`src/design/wjs_pkg.sv`:
```
// ----------------------------------------------------------------------------
// wjs_pkg
// Shared types, register indexes and helpers of the winding jump sequencer.
// ----------------------------------------------------------------------------
package wjs_pkg;

  // Configuration port
  localparam int unsigned CfgIdxW  = 3;
  localparam int unsigned CfgDataW = 8;

  localparam logic [CfgIdxW-1:0] CfgStallLimit   = 3'd0;
  localparam logic [CfgIdxW-1:0] CfgTimingAfter  = 3'd1;
  localparam logic [CfgIdxW-1:0] CfgMinRun       = 3'd2;
  localparam logic [CfgIdxW-1:0] CfgStartHigh    = 3'd3;
  localparam logic [CfgIdxW-1:0] CfgStartLow     = 3'd4;
  localparam logic [CfgIdxW-1:0] CfgRampStep     = 3'd5;
  localparam logic [CfgIdxW-1:0] CfgRejumpLow    = 3'd6;

  // Register reset values
  localparam logic [3:0] RstStallLimit  = 4'd5;
  localparam logic [7:0] RstTimingAfter = 8'd3;
  localparam logic [7:0] RstMinRun      = 8'd4;
  localparam logic [7:0] RstStartHigh   = 8'd20;
  localparam logic [7:0] RstStartLow    = 8'd30;
  localparam logic [6:0] RstRampStep    = 7'd5;
  localparam logic [7:0] RstRejumpLow   = 8'd50;

  // Transaction opcodes
  localparam logic OpStart  = 1'b0;
  localparam logic OpSample = 1'b1;

  // Status codes shown on the result channel
  localparam logic [2:0] StatusIdle  = 3'd0;
  localparam logic [2:0] StatusWait  = 3'd1;
  localparam logic [2:0] StatusRun   = 3'd2;
  localparam logic [2:0] StatusDone  = 3'd3;
  localparam logic [2:0] StatusStall = 3'd4;

  // Sequencer phase, one-hot
  typedef enum logic [4:0] {
    PhIdle  = 5'b00001,
    PhWait  = 5'b00010,
    PhRun   = 5'b00100,
    PhDone  = 5'b01000,
    PhStall = 5'b10000
  } phase_e;

  // One result transaction
  typedef struct packed {
    logic        motor_mode;
    logic [7:0]  high_time;
    logic [7:0]  low_time;
    logic        timing_signal;
    logic        winding;
    logic [2:0]  status;
    logic [15:0] jumps_done;
  } result_t;

  function automatic logic [2:0] phase_status(phase_e ph);
    logic [2:0] st;
    case (ph)
      PhIdle:  st = StatusIdle;
      PhWait:  st = StatusWait;
      PhRun:   st = StatusRun;
      PhDone:  st = StatusDone;
      PhStall: st = StatusStall;
      default: st = StatusIdle;
    endcase
    return st;
  endfunction

endpackage

```
`src/design/winding_jump_sequencer.sv`:
```
// ----------------------------------------------------------------------------
// winding_jump_sequencer
// Motor winding sequencer with soft-start PWM ramp, jump counting and stall
// detection.
// ----------------------------------------------------------------------------
// Usage:
//   Input channel (in_valid_i / in_ready_o) carries one transaction: a start
//   (op_i = 0, with jump_target_i) or one sensor sample (op_i = 1, with
//   period_elapsed_i, motor_stopped_i, interrupter_i).
//   Each input transaction yields exactly one result transaction on the
//   output channel (out_valid_o / out_ready_i): motor drive, PWM times,
//   timing signal, winding flag, status and jump count.
//   The result is written into the output buffer as the input is accepted.
//   Throughput: one transaction per cycle unless the skid register is full;
//   each update is one combinational pass from state into result registers.
//   A two-entry output buffer lets one more input be taken while a result
//   waits; a stalled receiver blocks the input only once both are full.
//   Reset: phase idle, all counters zero, registers at their default values,
//   output buffer empty. Configuration writes (cfg_we_i) take effect at the
//   next clock edge; issue them only while the block is idle (not enforced).
// ----------------------------------------------------------------------------
module winding_jump_sequencer (
  input  logic                           clk_i,
  input  logic                           rst_ni,
  // configuration write port
  input  logic                           cfg_we_i,
  input  logic [wjs_pkg::CfgIdxW-1:0]    cfg_index_i,
  input  logic [wjs_pkg::CfgDataW-1:0]   cfg_data_i,
  // input channel
  input  logic                           in_valid_i,
  output logic                           in_ready_o,
  input  logic                           op_i,
  input  logic [15:0]                    jump_target_i,
  input  logic                           period_elapsed_i,
  input  logic                           motor_stopped_i,
  input  logic                           interrupter_i,
  // result channel
  output logic                           out_valid_o,
  input  logic                           out_ready_i,
  output logic                           motor_mode_o,
  output logic [7:0]                     high_time_o,
  output logic [7:0]                     low_time_o,
  output logic                           timing_signal_o,
  output logic                           winding_o,
  output logic [2:0]                     status_o,
  output logic [15:0]                    jumps_done_o
);

  // Configuration registers
  logic [3:0] stall_limit_q;
  logic [7:0] timing_after_q, min_run_q, start_high_q, start_low_q, rejump_low_q;
  logic [6:0] ramp_step_q;

  always_ff @(posedge clk_i or negedge rst_ni) begin
    if (!rst_ni) begin
      stall_limit_q  <= wjs_pkg::RstStallLimit;
      timing_after_q <= wjs_pkg::RstTimingAfter;
      min_run_q      <= wjs_pkg::RstMinRun;
      start_high_q   <= wjs_pkg::RstStartHigh;
      start_low_q    <= wjs_pkg::RstStartLow;
      ramp_step_q    <= wjs_pkg::RstRampStep;
      rejump_low_q   <= wjs_pkg::RstRejumpLow;
    end else if (cfg_we_i) begin
      case (cfg_index_i)
        wjs_pkg::CfgStallLimit:  stall_limit_q  <= cfg_data_i[3:0];
        wjs_pkg::CfgTimingAfter: timing_after_q <= cfg_data_i;
        wjs_pkg::CfgMinRun:      min_run_q      <= cfg_data_i;
        wjs_pkg::CfgStartHigh:   start_high_q   <= cfg_data_i;
        wjs_pkg::CfgStartLow:    start_low_q    <= cfg_data_i;
        wjs_pkg::CfgRampStep:    ramp_step_q    <= cfg_data_i[6:0];
        wjs_pkg::CfgRejumpLow:   rejump_low_q   <= cfg_data_i;
        default: ;
      endcase
    end
  end

  // Sequencer state
  wjs_pkg::phase_e phase_q, phase_d;
  logic        gap_seek_q, gap_seek_d;
  logic        last_intr_q, last_intr_d;
  logic [15:0] target_q, target_d;
  logic [15:0] jump_cnt_q, jump_cnt_d;
  logic [7:0]  run_per_q, run_per_d;
  logic [7:0]  since_jump_q, since_jump_d;
  logic [3:0]  stop_per_q, stop_per_d;
  logic [7:0]  pwm_high_q, pwm_high_d;
  logic [7:0]  pwm_low_q, pwm_low_d;
  logic        timing;
  logic [8:0]  high_sum;

  logic in_fire, out_fire;
  wjs_pkg::result_t res_new;

  assign in_fire  = in_valid_i && in_ready_o;
  assign out_fire = out_valid_o && out_ready_i;

  // One update pass per transaction
  always_comb begin
    phase_d      = phase_q;
    gap_seek_d   = gap_seek_q;
    last_intr_d  = last_intr_q;
    target_d     = target_q;
    jump_cnt_d   = jump_cnt_q;
    run_per_d    = run_per_q;
    since_jump_d = since_jump_q;
    stop_per_d   = stop_per_q;
    pwm_high_d   = pwm_high_q;
    pwm_low_d    = pwm_low_q;
    timing       = 1'b0;
    high_sum     = {1'b0, pwm_high_q} + {2'b00, ramp_step_q};

    if (op_i == wjs_pkg::OpStart) begin
      gap_seek_d   = (jump_target_i == 16'd0);
      target_d     = (jump_target_i == 16'd0) ? 16'd1 : jump_target_i;
      jump_cnt_d   = '0;
      run_per_d    = '0;
      since_jump_d = '0;
      stop_per_d   = '0;
      pwm_high_d   = start_high_q;
      pwm_low_d    = start_low_q;
      phase_d      = wjs_pkg::PhWait;
    end else if (phase_q == wjs_pkg::PhWait) begin
      if (motor_stopped_i) begin
        if (gap_seek_q && interrupter_i) begin
          phase_d = wjs_pkg::PhDone;
        end else begin
          last_intr_d = interrupter_i;
          phase_d     = wjs_pkg::PhRun;
          timing      = (since_jump_q >= timing_after_q);
        end
      end
    end else if (phase_q == wjs_pkg::PhRun) begin
      // period bookkeeping and ramp
      if (period_elapsed_i) begin
        run_per_d    = (run_per_q == 8'hFF) ? run_per_q : run_per_q + 8'd1;
        since_jump_d = (since_jump_q == 8'hFF) ? since_jump_q : since_jump_q + 8'd1;
        if (motor_stopped_i) begin
          stop_per_d = (stop_per_q == 4'hF) ? stop_per_q : stop_per_q + 4'd1;
          if (stop_per_d >= stall_limit_q) begin
            phase_d = wjs_pkg::PhStall;
          end
        end else begin
          stop_per_d = '0;
        end
        if (phase_d == wjs_pkg::PhRun && pwm_low_q != 8'd0) begin
          pwm_high_d = high_sum[8] ? 8'hFF : high_sum[7:0];
          pwm_low_d  = (pwm_low_q > {1'b0, ramp_step_q}) ?
                       pwm_low_q - {1'b0, ramp_step_q} : 8'd0;
        end
      end
      // edge handling and completion
      if (phase_d == wjs_pkg::PhRun) begin
        timing = (since_jump_d >= timing_after_q);
        if (interrupter_i != last_intr_q) begin
          last_intr_d = interrupter_i;
          if (interrupter_i) begin
            if (gap_seek_q) begin
              phase_d = wjs_pkg::PhDone;
            end else if (run_per_d >= min_run_q) begin
              jump_cnt_d   = jump_cnt_q + 16'd1;
              since_jump_d = '0;
              pwm_high_d   = '0;
              pwm_low_d    = rejump_low_q;
            end
          end
        end
        if (phase_d == wjs_pkg::PhRun && jump_cnt_d >= target_q) begin
          phase_d = wjs_pkg::PhDone;
        end
      end
    end

    // result of this transaction
    res_new.motor_mode    = (phase_d == wjs_pkg::PhRun);
    res_new.winding       = (phase_d == wjs_pkg::PhRun);
    res_new.high_time     = (phase_d == wjs_pkg::PhRun) ? pwm_high_d : 8'd0;
    res_new.low_time      = (phase_d == wjs_pkg::PhRun) ? pwm_low_d : 8'd0;
    res_new.timing_signal = (phase_d == wjs_pkg::PhRun) && timing;
    res_new.status        = wjs_pkg::phase_status(phase_d);
    res_new.jumps_done    = jump_cnt_d;
  end

  always_ff @(posedge clk_i or negedge rst_ni) begin
    if (!rst_ni) begin
      phase_q      <= wjs_pkg::PhIdle;
      gap_seek_q   <= 1'b0;
      last_intr_q  <= 1'b0;
      target_q     <= '0;
      jump_cnt_q   <= '0;
      run_per_q    <= '0;
      since_jump_q <= '0;
      stop_per_q   <= '0;
      pwm_high_q   <= '0;
      pwm_low_q    <= '0;
    end else if (in_fire) begin
      phase_q      <= phase_d;
      gap_seek_q   <= gap_seek_d;
      last_intr_q  <= last_intr_d;
      target_q     <= target_d;
      jump_cnt_q   <= jump_cnt_d;
      run_per_q    <= run_per_d;
      since_jump_q <= since_jump_d;
      stop_per_q   <= stop_per_d;
      pwm_high_q   <= pwm_high_d;
      pwm_low_q    <= pwm_low_d;
    end
  end

  // Two-entry output buffer: head register plus skid register
  logic              head_valid_q, skid_valid_q;
  wjs_pkg::result_t  head_q, skid_q;

  assign in_ready_o = !skid_valid_q;

  always_ff @(posedge clk_i or negedge rst_ni) begin
    if (!rst_ni) begin
      head_valid_q <= 1'b0;
      skid_valid_q <= 1'b0;
    end else if (out_fire) begin
      if (skid_valid_q) begin
        skid_valid_q <= 1'b0;
      end else begin
        head_valid_q <= in_fire;
      end
    end else if (!head_valid_q) begin
      head_valid_q <= in_fire;
    end else if (in_fire) begin
      skid_valid_q <= 1'b1;
    end
  end

  always_ff @(posedge clk_i) begin
    if (out_fire) begin
      head_q <= skid_valid_q ? skid_q : res_new;
    end else if (!head_valid_q) begin
      head_q <= res_new;
    end else if (in_fire) begin
      skid_q <= res_new;
    end
  end

  assign out_valid_o     = head_valid_q;
  assign motor_mode_o    = head_q.motor_mode;
  assign high_time_o     = head_q.high_time;
  assign low_time_o      = head_q.low_time;
  assign timing_signal_o = head_q.timing_signal;
  assign winding_o       = head_q.winding;
  assign status_o        = head_q.status;
  assign jumps_done_o    = head_q.jumps_done;

endmodule

```
`config.mk`:
```
export PLATFORM = sky130hd
export DESIGN_NAME = winding_jump_sequencer
export DESIGN_NICKNAME = d
export VERILOG_FILES = /design/src/design/wjs_pkg.sv /design/src/design/winding_jump_sequencer.sv
export SDC_FILE = /design/constraint.sdc
export NUM_CORES = 1
export LEC_CHECK = 0
export ABC_CLOCK_PERIOD_IN_PS = 6900
export BUFFER_PORTS_ARGS = -buffer_cell sky130_fd_sc_hd__buf_2
export CORE_ASPECT_RATIO = 1.25
export CORE_MARGIN = 5
export CORE_UTILIZATION = 29
export CTS_CLUSTER_DIAMETER = 150
export DETAILED_ROUTE_END_ITERATION = 16
export MAX_ROUTING_LAYER = met4
export PLACE_DENSITY_LB_ADDON = 0.25
export SLEW_MARGIN = 20
export SYNTH_ARGS = -nofsm -noshare
export SYNTH_HDL_FRONTEND = slang
export SYNTH_SLANG_ARGS = --single-unit
```
`constraint.sdc`:
```
create_clock -name clk_i -period 6.9 [get_ports clk_i]
set_input_delay 0.69 -clock clk_i [delete_from_list [all_inputs] [get_ports clk_i]]
set_output_delay 0.69 -clock clk_i [all_outputs]
set_load 0.005 [all_outputs]
```
* Yosys cells after proc, flatten, opt, wreduce, memory -nomap -nowiden
Cells that the tools add are included.
Cells by class: add/sub/neg operators 6, bitwise operators 2, reductions and logical operators 28, equality and inequality tests 26, mux-type cells 110, magnitude comparators 6
Operators by type and width (count):
- two-way mux 8 bit | 45
- two-way mux 16 bit | 13
- two-way mux 5 bit | 23
- two-way mux 38 bit | 3
- two-way mux 4 bit | 7
- == test 5 x 3 -> 1 bit (second input constant) | 5
- greater-or-equal comparator 8 bit | 3
- two-way mux 1 bit | 18
- AND reduction 2 bit | 9
- adder 16 x 1 -> 16 bit (second input constant) | 1
- adder 8 x 1 -> 8 bit (second input constant) | 2
- == test 8 bit (second input constant) | 2
- greater-or-equal comparator 16 bit | 1
- logical NOT 16 bit | 1
- case mux 3 bit (4 select lines) | 1
- == test 5 x 2 -> 1 bit (second input constant) | 2
- != test 2 bit (second input constant) | 5
- nonzero test 2 bit | 5
- adder 8 x 7 -> 9 bit | 1
- == test 3 bit (second input constant) | 3
- greater-than comparator 8 x 7 -> 1 bit | 1
- nonzero test 8 bit | 1
- subtractor 8 x 7 -> 8 bit | 1
- AND reduction 7 bit | 1
- other kinds (15) | 24
Storage, ports and cells: flip-flop bits (word level) 203, word-level logic and storage cells 210, input bits 36, output and inout bits 40

* Depth between registers and ports, before layout
depth in word-level cells 31, depth in mapped cells 24, depth with buffers taken out 23

* Worst setup path before layout
OpenSTA, ideal clock, no wires.
path type input to register, start input port period_elapsed_i, end register head_q, in the netlist high_time_o[0] (data pin), cell stages on the path 20, path buffers 2, setup time 0.169 ns, required time 6.731 ns, arrival time 5.019 ns, slack 1.712 ns, path through clkbuf_1 -> and2_0 -> nand4_1 -> xnor2_1 -> ha_1 -> a21oi_1 -> o21ai_1 -> a41oi_4 -> nor4_1 -> nand3_1 -> xnor2_1 -> ha_1 -> a211oi_1 -> o21ai_0 -> o2111ai_1 -> nand4_1 -> o21ai_2 -> nand3_2 -> buf_2 -> o31ai_1
Between the ends: cells in the longest elaborated chain, start to end 24, elaborated cells between the ends (all ways) 47, classes of those cells order compare: 2; eq/ne: 3; mux: 41; reduce/logical: 1
Ends and longest elaborated chain:
- start: declaration | RTL line winding_jump_sequencer.sv:34 | input logic period_elapsed_i,
- two-way mux 8 bit | RTL line winding_jump_sequencer.sv:134 | if (period_elapsed_i) begin
- two-way mux 8 bit | RTL line winding_jump_sequencer.sv:132 | end else if (phase_q == wjs_pkg::PhRun) begin
- two-way mux 8 bit | RTL line winding_jump_sequencer.sv:122 | end else if (phase_q == wjs_pkg::PhWait) begin
- two-way mux 8 bit | RTL line winding_jump_sequencer.sv:112 | if (op_i == wjs_pkg::OpStart) begin
- greater-or-equal comparator 8 bit | RTL line winding_jump_sequencer.sv:159 | end else if (run_per_d >= min_run_q) begin
- two-way mux 16 bit | RTL line winding_jump_sequencer.sv:159
- two-way mux 16 bit | RTL line winding_jump_sequencer.sv:157 | if (gap_seek_q) begin
- two-way mux 16 bit | RTL line winding_jump_sequencer.sv:156 | if (interrupter_i) begin
- [... 8 more ...]
- two-way mux 5 bit | RTL line winding_jump_sequencer.sv:152 | if (phase_d == wjs_pkg::PhRun) begin
- two-way mux 5 bit | RTL line winding_jump_sequencer.sv:132
- two-way mux 5 bit | RTL line winding_jump_sequencer.sv:122
- two-way mux 5 bit | RTL line winding_jump_sequencer.sv:112
- == test 5 x 3 -> 1 bit | RTL line winding_jump_sequencer.sv:176 | res_new.high_time = (phase_d == wjs_pkg::PhRun) ? pwm_high_d : 8'd0;
- two-way mux 8 bit (*) | RTL line winding_jump_sequencer.sv:176
- two-way mux 38 bit (on tied branches) | RTL line winding_jump_sequencer.sv:235, winding_jump_sequencer.sv:234
- two-way mux 38 bit (*) | RTL line winding_jump_sequencer.sv:233 | if (out_fire) begin
- end signal: assignment | RTL line winding_jump_sequencer.sv:234 | head_q <= skid_valid_q ? skid_q : res_new;
- end signal: assignment | RTL line winding_jump_sequencer.sv:236 | head_q <= res_new;
- end: declaration | RTL line winding_jump_sequencer.sv:211 | wjs_pkg::result_t head_q, skid_q;
Mark *: on every way between the ends. The rest lies on a longest branch, timed or not. The select of a mux whose other input is x is not followed. A chain may end at the register's enable or synchronous reset.

* Worst setup path in the final report
start register run_per_q[0], end register head_q, in the netlist low_time_o[3] (data pin)
Between the ends: cells in the longest elaborated chain, start to end 26, elaborated cells between the ends (all ways) 36, classes of those cells add/sub: 1; order compare: 2; eq/ne: 2; mux: 30; reduce/logical: 1
Ends and longest elaborated chain:
- start: declaration | RTL line winding_jump_sequencer.sv:83 | logic [7:0] run_per_q, run_per_d;
- start signal: assignment | RTL line winding_jump_sequencer.sv:201 | run_per_q <= run_per_d;
- adder 8 x 1 -> 8 bit or == test 8 bit (tied branches) | RTL line winding_jump_sequencer.sv:135 | run_per_d = (run_per_q == 8'hFF) ? run_per_q : run_per_q + 8'd1;
- two-way mux 8 bit | RTL line winding_jump_sequencer.sv:135
- two-way mux 8 bit (*) | RTL line winding_jump_sequencer.sv:134
- two-way mux 8 bit (*) | RTL line winding_jump_sequencer.sv:132
- two-way mux 8 bit (*) | RTL line winding_jump_sequencer.sv:122
- two-way mux 8 bit (*) | RTL line winding_jump_sequencer.sv:112
- greater-or-equal comparator 8 bit (*) | RTL line winding_jump_sequencer.sv:159
- two-way mux 16 bit | RTL line winding_jump_sequencer.sv:159
- [... 10 more ...]
- two-way mux 5 bit | RTL line winding_jump_sequencer.sv:152
- two-way mux 5 bit | RTL line winding_jump_sequencer.sv:132
- two-way mux 5 bit | RTL line winding_jump_sequencer.sv:122
- two-way mux 5 bit | RTL line winding_jump_sequencer.sv:112
- == test 5 x 3 -> 1 bit | RTL line winding_jump_sequencer.sv:177 | res_new.low_time = (phase_d == wjs_pkg::PhRun) ? pwm_low_d : 8'd0;
- two-way mux 8 bit (*) | RTL line winding_jump_sequencer.sv:177
- two-way mux 38 bit (on tied branches) | RTL line winding_jump_sequencer.sv:235, winding_jump_sequencer.sv:234
- two-way mux 38 bit (*) | RTL line winding_jump_sequencer.sv:233
Marks and branches as above.

==> summary.json <==
{
  "status": {
    "run_status": "complete, no violations"
  },
  "detailed_routing": {
    "detail_route.iter0.violations": 517,
    "post_drt_via_cell_ratio": 5.12,
    "met3RoutedLength_mm": 1.39,
    "drtPass1Iterations": 5,
    "wl_met1_mm": 13.8,
    "dr.max_layer_used": "met4",
    "route.final.wire_length_mm": 31.9,
    "postRouteAntennaNets": 0,
    "detail_route.drc_violations": 0,
    "routed-via-count": 8901,
    "route.met2.wl_mm": 15.8,
    "avgRoutedWirePerCell_um": 18.4
  },
  "timing": {
    "final_hold_viols": 0,
    "post-route-period-util_pct": 85.4,
    "final_critical_path_required_period_ps": 5890,
    "slew_headroom_pct": 25.3,
    "final-setup-viol-count": 0,
    "timing.setup.tns_ps": 0,
    "max_clock_freq_ghz": 0.170,
    "timing.clock.skew_ps": 16.6,
    "rsz0062_at_grt": "no",
    "max_slew.worst_pin.slew_ps": 1120,
    "final-max-slew-violation-count": 0
  },
  "floorplanning": {
    "core_region_area_mm2": 0.0390,
    "rows": 81,
    "start_util_pct": 29.2,
    "floorplan.die_area_mm2": 0.0434,
    "boundaryPins": 76,
    "die_w_um": 187,
    "die_h_um": 232
  },
  "cts": {
    "tritoncts": "done",
    "worstSkewPairLatency_ps": 520,
    "cts_buffer_count": 23,
    "ctsRootBufferMaster": "clkbuf_16",
    "postCtsSetupBuffers": 0,
    "clk_pin_slew_worst_paths_ps": 70,
    "clock_tree.buffer_depth": 3,
    "cts_max_level": 1,
    "cts_sinks": 202,
    "ctsResizeCount": 0,
    "cts_hold_buf": 0
  },
  "final_layout": {
    "fillCellCount": 3963,
    "final_core_util_pct": 33.3,
    "fraction_of_final_layout_cells_sized_beyond_drive_strength_1_pct": 16.4,
    "layout-area-overhead-vs-synth_pct": 13.9,
    "design.final.nets": 1322,
    "final_cell_mix": "nand2_1 (163), dfrtp_1 (111), o21ai_0 (93)",
    "layout.cells.most_common": "nand2_1"
  },
  "worst_hold_path": {
    "hold_crit_class": "input pin to asynchronous set/reset pin"
  },
  "placed_design": {
    "dp_hpwl_mm": 23.3,
    "routabilityCongestion": 0.840,
    "io_buffer_count": 75
  },
  "worst_setup_path": {
    "critical-path-max-stage-delay_ps": 600,
    "critPathTopFamily": "simple AND/OR/NAND/NOR gates",
    "critPathLaunchType": "register",
    "cp.arrival_ps": 6220,
    "worstSetupStartpoint": "run_per_q[0]",
    "reg2regPathDepth": 22,
    "worst-path-stages": 22,
    "crit_buf_inv": 1,
    "cp_cell_sequence": "ha_1 > and3_1 > nand3_1 > and2_0 > nand4_1 > xnor2_1 > ha_1 > a21oi_1 > o21ai_1 > a41oi_4 > nor4_1 > buf_4 > nand3_1 > nor2_1 > xor2_1 > ha_1 > o21a_1 > o2111ai_1 > nand4_1 > o21ai_2 > nand3_2 > o31ai_1",
    "reg2reg_from": "run_per_q[0]",
    "critical_path.endpoint": "low_time_o[3]",
    "worst_r2r_endpoint": "low_time_o[3]",
    "cell_mode_on_critical_path": "ha_1",
    "critPathRequiredTime_ps": 7230,
    "cp_max_fo": 34,
    "worstSetupEndpointType": "register",
    "crit_path_top_delay_cell": "nand3_2",
    "setup.worst_path.class": "register to register",
    "setup.reg_to_reg.worst_slack_ps": 1010
  },
  "power": {
    "vdd_ir_drop_max_mv": 0.130,
    "power-per-cell-area_mw_per_mm2": 331,
    "cell_leakage_power_nw": 5.39
  },
  "grt": {
    "grt_pass1_vias": 8799,
    "grt_overflow": 0,
    "maximum_number_of_pins_on_one_net_before_global_route_repair": 71,
    "grt_first_pass_wirelength_mm": 50.8,
    "grt_antenna_before_repair": 1,
    "groute.usage.overall_pct": 14.9
  },
  "synthesis": {
    "synth_async_sr_flop_share_pct": 63.4,
    "count_of_flip_flops_with_a_built_in_enable_after_synthesis": 74,
    "ys_seq_elements": 202,
    "ys_types": 78,
    "synthCells": 1157,
    "synth_nets": 1257,
    "ys_seq_area_share_pct": 47.7,
    "synth_warnings": 0,
    "synth_area_mm2": 0.0114,
    "post_synth.cell_area_avg_um2": 9.86,
    "top_reg_cell_synth": "dfrtp_1"
  },
  "run": {
    "maxCapViolations": 0
  }
}
[cell usage after synthesis, drive strengths merged (3+ instances only)]
cell | number | area share [%]
a21oi | 44 | 1.9
nand2b | 11 | 0.60
buf | 14 | 0.67
edfxtp | 74 | 19
o21ai | 102 | 4.5
mux2 | 40 | 3.9
a32o | 8 | 0.70
o22ai | 6 | 0.33
nand2 | 163 | 5.4
or4 | 3 | 0.23
nor4 | 13 | 0.98
a2111oi | 3 | 0.23
nor2b | 7 | 0.38
or2 | 3 | 0.16
a22o | 13 | 1.0
ha | 62 | 6.8
and2 | 7 | 0.38
a31o | 4 | 0.31
o21a | 10 | 0.66
o2111ai | 4 | 0.31
and3 | 7 | 0.38
o21bai | 3 | 0.20
o41ai | 3 | 0.23
nor3b | 3 | 0.30
o211ai | 10 | 0.66
inv | 60 | 2.0
xnor2 | 26 | 2.0
a31oi | 13 | 0.71
nand3 | 38 | 1.7
dfrtp | 111 | 24
nand4 | 15 | 0.82
o31ai | 32 | 2.2
a22oi | 3 | 0.20
dfstp | 17 | 3.9
xor2 | 21 | 1.6
or3 | 5 | 0.32
clkbuf | 36 | 1.2
a21o | 4 | 0.26
a211oi | 12 | 0.88
nand4b | 3 | 0.23
nor2 | 91 | 3.0
nand3b | 4 | 0.26
o211a | 3 | 0.26
nor3 | 20 | 0.92
[routing by layer]
| layer | vias up | track usage [%] |
|---|---|---|
| li1 | 4329 | - |
| met1 | 4335 | 18.3 |
| met2 | 184 | 25.5 |
| met3 | 53 | 2.09 |
| met4 | 0 | 4.89 |
| met5 | - | - |
[logic make-up after synthesis]
kind of cell,synth area share [%]
DFF,47.7
muxes,4.12
xor gates and xnor gates,3.61
AOI/OAI and AO/OA,17.1
and+or+nand+nor,16.4
adders and majority gates,7.15
buffers and inverters,3.86
[report_power, final]
| group | internal, mW | switching, mW | leakage [nW] | total, mW |
|---|---|---|---|---|
| Clock | 0.608 | 0.487 | 0.319 | 1.10 |
| Combinational | 0.557 | 0.885 | 2.73 | 1.44 |
| Sequential | 1.59 | 0.175 | 2.34 | 1.76 |
[state kept, by name, indices dropped and copies added (netlist names), 3 cells and up]
name / count
high_time_o: 8
jump_cnt_q: 16
jumps_done_o: 16
low_time_o: 8
min_run_q: 8
phase_q: 5
pwm_high_q: 8
pwm_low_q: 8
ramp_step_q: 7
rejump_low_q: 8
run_per_q: 8
since_jump_q: 8
skid_q: 37
stall_limit_q: 4
start_high_q: 8
start_low_q: 8
status_o: 3
stop_per_q: 4
target_q: 16
timing_after_q: 8
[through the flow]
stage          setup slack, ps  power [mW]  cells  hold slack [ps]  instance area, µm²
2_1_floorplan             1710        2.74   1157              394               11400
3_3_place_gp              1050        3.22   1695              482               12300
3_5_place_dp               931        3.23   1695              488               12300
4_1_cts                    956        4.35   1736              172               13000
5_1_grt                    298        4.61   1737              193               13000
6_report                  1010        4.30   1737              163               13000
[layout make-up]
type                    instances  area (µm²)  area share, %
multi-input cells             844        5550           42.7
flip-flops and latches        202        5450           41.9
well taps                     498         623           4.80
clock buffers                  28         594           4.57
repair buffers                 90         494           3.80
inverters                      61         229           1.76
clock inverters                13        57.6          0.443
diodes                          1        2.50         0.0193
[worst register-to-register path: stages (launching register included)]
cell and delay (ps):
dfrtp_1 430, ha_1 260, and3_1 170, nand3_1 90, and2_0 290, nand4_1 160
xnor2_1 170, ha_1 350, a21oi_1 90, o21ai_1 260, a41oi_4 120, nor4_1 340
buf_4 200, nand3_1 160, nor2_1 170, xor2_1 170, ha_1 260, o21a_1 110
o2111ai_1 370, nand4_1 210, o21ai_2 310, nand3_2 600, o31ai_1 430
[worst min path at each step]
stage | startpoint | end | depth (start not counted)
floorplan | rst_ni | gap_seek_q | 0
global placement | start_high_q[0] | start_high_q[0] | 1
detailed placement | start_high_q[0] | start_high_q[0] | 1
CTS | rst_ni | target_q[14] | 1
global route | rst_ni | target_q[10] | 1
finish | rst_ni | target_q[8] | 1
(Power assumes the default switching activity.)
